===== src/rtl/core/lsf_pkg.sv =====
`default_nettype none

package lsf_pkg;

	localparam int LSF_MAX_SAMPLES = 1024;
	localparam int LSF_SAMPLE_BITS = 16;
	localparam int LSF_FW          = 64;
	localparam int LSF_NUM_W       = 80;
	localparam int LSF_DEN_W       = 64;

	localparam logic OP_LOAD    = 1'b0;
	localparam logic OP_PREDICT = 1'b1;

	localparam logic [1:0] ST_OK       = 2'd0;
	localparam logic [1:0] ST_ZERO_VAR = 2'd1;
	localparam logic [1:0] ST_CONST_Y  = 2'd2;
	localparam logic [1:0] ST_OVERFLOW = 2'd3;

	typedef enum logic [1:0] {
		DIV_MEAN,
		DIV_SLOPE,
		DIV_ISECT,
		DIV_R2
	} div_sel_t;

	typedef struct packed {
		logic     load;
		logic     predict;
		logic     prod;
		logic     diff;
		logic     div_start;
		div_sel_t div_sel;
		logic     degen;
		logic     isect_mul;
		logic     pass_clr;
		logic     pass_rd;
		logic     out_fit;
		logic     clear_set;
	} cmd_t;

	typedef struct packed {
		logic div_done;
		logic sxx_pos;
		logic pass_end;
		logic pipe_idle;
		logic r2_go;
	} sts_t;

endpackage

`default_nettype wire


===== src/rtl/core/lsf_ctrl.sv =====
`default_nettype none

module lsf_ctrl import lsf_pkg::*; (
	input  wire logic clk,
	input  wire logic arst_n,
	input  wire logic in_valid,
	input  wire logic operation,
	input  wire logic last_sample,
	input  wire logic out_stall,
	input  wire sts_t sts,
	output logic      in_stall,
	output logic      out_valid,
	output cmd_t      cmd
);

	typedef enum logic [17:0] {
		S_IDLE       = 18'h00001,
		S_DRAIN      = 18'h00002,
		S_PROD       = 18'h00004,
		S_DIFF       = 18'h00008,
		S_MEAN_GO    = 18'h00010,
		S_MEAN_WAIT  = 18'h00020,
		S_CHECK      = 18'h00040,
		S_SLOPE_GO   = 18'h00080,
		S_SLOPE_WAIT = 18'h00100,
		S_ISECT_MUL  = 18'h00200,
		S_ISECT_GO   = 18'h00400,
		S_ISECT_WAIT = 18'h00800,
		S_PASS_INIT  = 18'h01000,
		S_PASS       = 18'h02000,
		S_PASS_DRAIN = 18'h04000,
		S_R2_CHECK   = 18'h08000,
		S_R2_WAIT    = 18'h10000,
		S_DONE       = 18'h20000
	} state_t;

	state_t state_q, state_d;
	logic   out_valid_q;
	logic   slot_free;
	logic   accept;

	assign slot_free = !out_valid_q || !out_stall;
	assign in_stall  = (state_q != S_IDLE) || (operation == OP_PREDICT && !slot_free);
	assign accept    = in_valid && !in_stall;
	assign out_valid = out_valid_q;

	always_comb begin
		cmd     = '0;
		state_d = state_q;
		case (state_q)
			S_IDLE: begin
				if (accept) begin
					if (operation == OP_PREDICT) begin
						cmd.predict = 1'b1;
					end else begin
						cmd.load = 1'b1;
						if (last_sample) begin
							state_d = S_DRAIN;
						end
					end
				end
			end
			S_DRAIN: state_d = S_PROD;
			S_PROD: begin
				cmd.prod = 1'b1;
				state_d  = S_DIFF;
			end
			S_DIFF: begin
				cmd.diff = 1'b1;
				state_d  = S_MEAN_GO;
			end
			S_MEAN_GO: begin
				cmd.div_start = 1'b1;
				cmd.div_sel   = DIV_MEAN;
				state_d       = S_MEAN_WAIT;
			end
			S_MEAN_WAIT: begin
				if (sts.div_done) begin
					state_d = S_CHECK;
				end
			end
			S_CHECK: begin
				if (sts.sxx_pos) begin
					state_d = S_SLOPE_GO;
				end else begin
					cmd.degen = 1'b1;
					state_d   = S_DONE;
				end
			end
			S_SLOPE_GO: begin
				cmd.div_start = 1'b1;
				cmd.div_sel   = DIV_SLOPE;
				state_d       = S_SLOPE_WAIT;
			end
			S_SLOPE_WAIT: begin
				if (sts.div_done) begin
					state_d = S_ISECT_MUL;
				end
			end
			S_ISECT_MUL: begin
				cmd.isect_mul = 1'b1;
				state_d       = S_ISECT_GO;
			end
			S_ISECT_GO: begin
				cmd.div_start = 1'b1;
				cmd.div_sel   = DIV_ISECT;
				state_d       = S_ISECT_WAIT;
			end
			S_ISECT_WAIT: begin
				if (sts.div_done) begin
					state_d = S_PASS_INIT;
				end
			end
			S_PASS_INIT: begin
				cmd.pass_clr = 1'b1;
				state_d      = S_PASS;
			end
			S_PASS: begin
				cmd.pass_rd = 1'b1;
				if (sts.pass_end) begin
					state_d = S_PASS_DRAIN;
				end
			end
			S_PASS_DRAIN: begin
				if (sts.pipe_idle) begin
					state_d = S_R2_CHECK;
				end
			end
			S_R2_CHECK: begin
				if (sts.r2_go) begin
					cmd.div_start = 1'b1;
					cmd.div_sel   = DIV_R2;
					state_d       = S_R2_WAIT;
				end else begin
					state_d = S_DONE;
				end
			end
			S_R2_WAIT: begin
				if (sts.div_done) begin
					state_d = S_DONE;
				end
			end
			S_DONE: begin
				if (slot_free) begin
					cmd.out_fit   = 1'b1;
					cmd.clear_set = 1'b1;
					state_d       = S_IDLE;
				end
			end
			default: state_d = S_IDLE;
		endcase
	end

	always_ff @(posedge clk or negedge arst_n) begin
		if (!arst_n) begin
			state_q     <= S_IDLE;
			out_valid_q <= 1'b0;
		end else begin
			state_q     <= state_d;
			out_valid_q <= (out_valid_q && out_stall) || cmd.predict || cmd.out_fit;
		end
	end

endmodule

`default_nettype wire


===== config.mk =====
export PLATFORM = sky130hd
export DESIGN_NAME = lsf_ctrl
export DESIGN_NICKNAME = d
export VERILOG_FILES = /design/src/rtl/core/lsf_pkg.sv /design/src/rtl/core/lsf_ctrl.sv
export SDC_FILE = /design/constraint.sdc
export NUM_CORES = 1
export LEC_CHECK = 0
export ABC_AREA = 1
export BUFFER_PORTS_ARGS = -buffer_cell sky130_fd_sc_hd__buf_2
export CORE_ASPECT_RATIO = 1.75
export CORE_UTILIZATION = 50
export DETAILED_ROUTE_END_ITERATION = 6
export GPL_ROUTABILITY_DRIVEN = 0
export PLACE_DENSITY = 0.76
export SETUP_SLACK_MARGIN = 0.05
export SYNTH_ARGS = -nofsm -noshare
export SYNTH_HDL_FRONTEND = slang
export SYNTH_SLANG_ARGS = --single-unit

===== constraint.sdc =====
create_clock -name clk -period 2 [get_ports clk]
set_input_delay 0.2 -clock clk [delete_from_list [all_inputs] [get_ports clk]]
set_output_delay 0.2 -clock clk [all_outputs]
set_load 0.02 [all_outputs]

# Word-level counts from Yosys, hierarchy flattened
# Cells that the tools add are included.
[op_classes] n_eq_ne=29 mux=28 reduce_logical=12
[ops] cell="$pmux W18 S18" count=1
[ops] cell="$mux W18" count=12
[ops] cell="$ne A2 B2 Y1 const B" count=10
[ops] cell="$eq A18 B1 Y1 const B" count=1
[ops] cell="$eq A18 B10 Y1 const B" count=1
[ops] cell="$eq A18 B11 Y1 const B" count=1
[ops] cell="$eq A18 B12 Y1 const B" count=1
[ops] cell="$eq A18 B13 Y1 const B" count=1
[ops] cell="$eq A18 B14 Y1 const B" count=1
[ops] cell="$eq A18 B15 Y1 const B" count=1
[ops] cell="$eq A18 B16 Y1 const B" count=1
[ops] cell="$eq A18 B17 Y1 const B" count=1
[ops] cell="$eq A18 B18 Y1 const B" count=1
[ops] cell="$eq A18 B2 Y1 const B" count=1
[ops] cell="$eq A18 B3 Y1 const B" count=1
[ops] cell="$eq A18 B4 Y1 const B" count=1
[ops] cell="$eq A18 B5 Y1 const B" count=1
[ops] cell="$eq A18 B6 Y1 const B" count=1
[ops] cell="$eq A18 B7 Y1 const B" count=1
[ops] cell="$eq A18 B8 Y1 const B" count=1
[ops] cell="$eq A18 B9 Y1 const B" count=1
[ops] cell="$ne A18 B1 Y1 const B" count=1
[ops] cell="$pmux W3 S4" count=1
[ops] cell="$reduce_and A10 Y1" count=1
[ops] cell="other kinds (6)" count=25
[totals] regBits=19 inputBits=11 out_inout_bits=15

# Depth between registers and ports, before layout
[logic_depth] depth_word=11 depth_mapped=12

# Least setup slack after synthesis
# OpenSTA, ideal clock, no wires.
[synth_timing] kind="reg-to-output" start="register state_q[7]" end="output cmd[1] (netlist bit)" arrival_time_ns=1.539 setup_slack_ns=0.261 stages_incl_launch_ff=8 path_buffers=2 cell_sequence="dfrtp_1 > nor2_4 > nand2_4 > nor2_4 > buf_6 > nand3_1 > nor2_1 > buf_4"
[synth_lines] item="start: declaration" line="lsf_ctrl.sv:37" text="state_t state_q, state_d;"
[synth_lines] item="start signal: assignment" line="lsf_ctrl.sv:159" text="state_q <= state_d;"
[synth_lines] item="end: declaration" line="lsf_ctrl.sv:13" text="output cmd_t cmd"

==> qor.txt <==
clock-pin slew on the worst setup and hold paths -> 0.07 ns
ANT nets after route -> 0
Hold Crit Start -> sts[3]
multi-input logic area -> 746 um2
Seq/Total Area, Yosys -> 36.8%
area share of the largest cell type after synthesis -> 34.8%
CTS Buf Count -> 3
clock tree from TritonCTS -> built
R2R Path End -> state_q[16]
crit path launch type -> register
Ys Warns -> 0
routed vias -> 1384
largest net degree at the start of global routing -> 20
first-pass GRT wire length -> 5.25 mm
Worst EP required -> 1.80 ns
Setup Total Neg Slack -> 0 ns
layout cells sized above 1 -> 33.3%
initial antenna violation count -> 0
Setup violations, final -> 0
DR WL/cell -> 14.3 um
reg-to-reg startpoint -> state_q[0]
# rows -> 24
Reg2Reg Setup Slack -> 0.11 ns
Slew Limit Fails -> 0
Worst Max-Slew Pin Slew -> 0.434 ns
Max FO, Critical Path -> 5
initial drt markers -> 51
Worst-Skew Late Latency -> 0.27 ns
MaxCap Viol Count -> 0
clk_skew -> 0.00297 ns
Residual DRC -> 0
Top-Level Pins -> 26
Critical Path AT -> 1.74 ns
Initial Util -> 52.6%
Period Utilization, post-route -> 97.2%
synth top area cells -> dfrtp_1 (35%), nand2_1 (11%), nor2_1 (10%)
Peak VDD IR -> 0.498 mV
status -> finished, final reports clean
vias in the first global route -> 1243
Power Dens Cells -> 942 nW/um2
GRT overflow -> 0
RSZ-0062 raised after global routing -> yes
total length of routed wires -> 3.63 mm
Core Footprint -> 2460 um2
GRT Util Overall -> 26.8%
DIE AREA -> 2810 um2
CP Launch Point -> state_q[7]
Root Driver -> clkbuf_8
Clock Tree Buf Depth -> 2
Final WS setup -> 0.0568 ns
Syn Area/Cell -> 7.08 um2
Slew headroom -> 71.1%
1st-pass router iterations -> 4
Critical Path Sink Type -> primary output
Die W -> 40.5 um
nets -> 240
Power Total -> 1.63 mW
minimum clock period -> 1.94 ns
leading area contributor after synthesis -> dfrtp_1
library cells used by synthesis -> 24
register area -> 477 um2
Final HPWL DP -> 2.39 mm
final hold viol count -> 0
CTS H-tree depth -> 1
# fillers -> 182
Leak -> 1.07 nW
I/O Buffers -> 25
HP Class -> in -> reg
Inserted Diodes -> 0
Die Ht -> 69.3 um
mapped cell area -> 1290 um2
max frequency -> 515 MHz
R2R cell count -> 12
Worst Setup EP -> cmd[8]
Crit Path Category -> reg -> out
Syn Inst Count -> 183
routed vias/inst -> 5.45
post-synth net total -> 194
Synth-to-Final Area Change -> 34.0%
Setup Slack @ Placement -> 0.160 ns
Util after Layout -> 70.5%
clock sinks -> 19
Yosys reg bits -> 19
## sequential cells by signal, indices dropped and copies added, names as in the netlist
signal and cells:
state_q 18, out_valid 1
## through the flow
stage                     hold WS, ns  instance area, um2  cells
final                           0.185                1740    254
after global routing            0.194                1740    254
after CTS                       0.185                1520    241
after detailed placement        0.167                1420    231
after global placement          0.166                1420    231
after floorplan               -0.0956                1290    183
## worst min path at each step
stage | end | slack (ns) | cells after the start
6_report | state_q[7] | 0.18 | 3
5_1_grt | state_q[7] | 0.19 | 3
4_1_cts | state_q[7] | 0.18 | 3
3_5_place_dp | state_q[6] | 0.17 | 1
3_3_place_gp | state_q[4] | 0.17 | 1
2_1_floorplan | out_valid | -0.1 | 0
## where the power goes
part	internal, mW	switching [mW]	leakage [nW]
clock	0.142	0.135	0.0228
sequential	0.430	0.0318	0.260
combinational	0.413	0.482	0.787
## placed cells by master (no fill, tap or decap), drive strengths merged, types with 2 or more instances in the layout
cell type  netlist  routed
nor3             2       2
buf              3      43
nand3b           2       2
dfrtp           18      18
o211ai           2       2
nand4            9       9
nand3           18      18
inv             29      29
nor2            49      49
clkbuf           0       4
nand2           45      45
## critical path: stages (launching register included)
cell	delay, ns
dfrtp_1	0.42
nor2_4	0.18
nand2_4	0.10
nor2_4	0.21
buf_6	0.14
nand4_1	0.17
nand4_1	0.13
buf_4	0.15
## logic make-up after synthesis
logic type	share of synthesized area, %
flip-flops	36.8
AO/OA/AOI/OAI	2.51
AND/OR/NAND/NOR	49.6
buffers and inverters	11.1
## what timing repair did
action	4_1_cts	5_1_grt
hold buffers	1	0
resized for setup	1	22
setup buffers	5	13
setup endpoints to repair	5	24
pin swaps	2	6
endpoints found under the hold margin	18	0
## cell type report
type	count	share of cell area, %
clock buffer	4	2.60
tap	26	1.87
timing repair buffer	44	18.5
inverter	30	6.56
multi-input combinational	131	43.0
sequential	19	27.5
## metal layers
layer	vias up	share of wire [%]	GRT usage (%)
met1	653	34	27.6
met2	50	57	47.4
met3	16	4.0	5.13
met4	0	5.0	11.1
met5	-	0	0
li1	665	-	-
## Yosys cell counts
master and instances:
buf_6 2, nand3b_1 2, nand4_1 8, nand2_1 38
nor2_2 8, nand4_2 1, o21bai_1 1, o211ai_1 2
nor2_4 4, nor2_1 36, dfrtp_1 18, o21ai_0 1
dfstp_2 1, inv_1 29, a21oi_1 1, nor2_8 1
buf_4 1, nor4_2 1, nand2_4 2, nand3_2 1
nand2_2 5, nor3_1 2, clkinv_2 1, nand3_1 17
(Power assumes the default switching activity.)
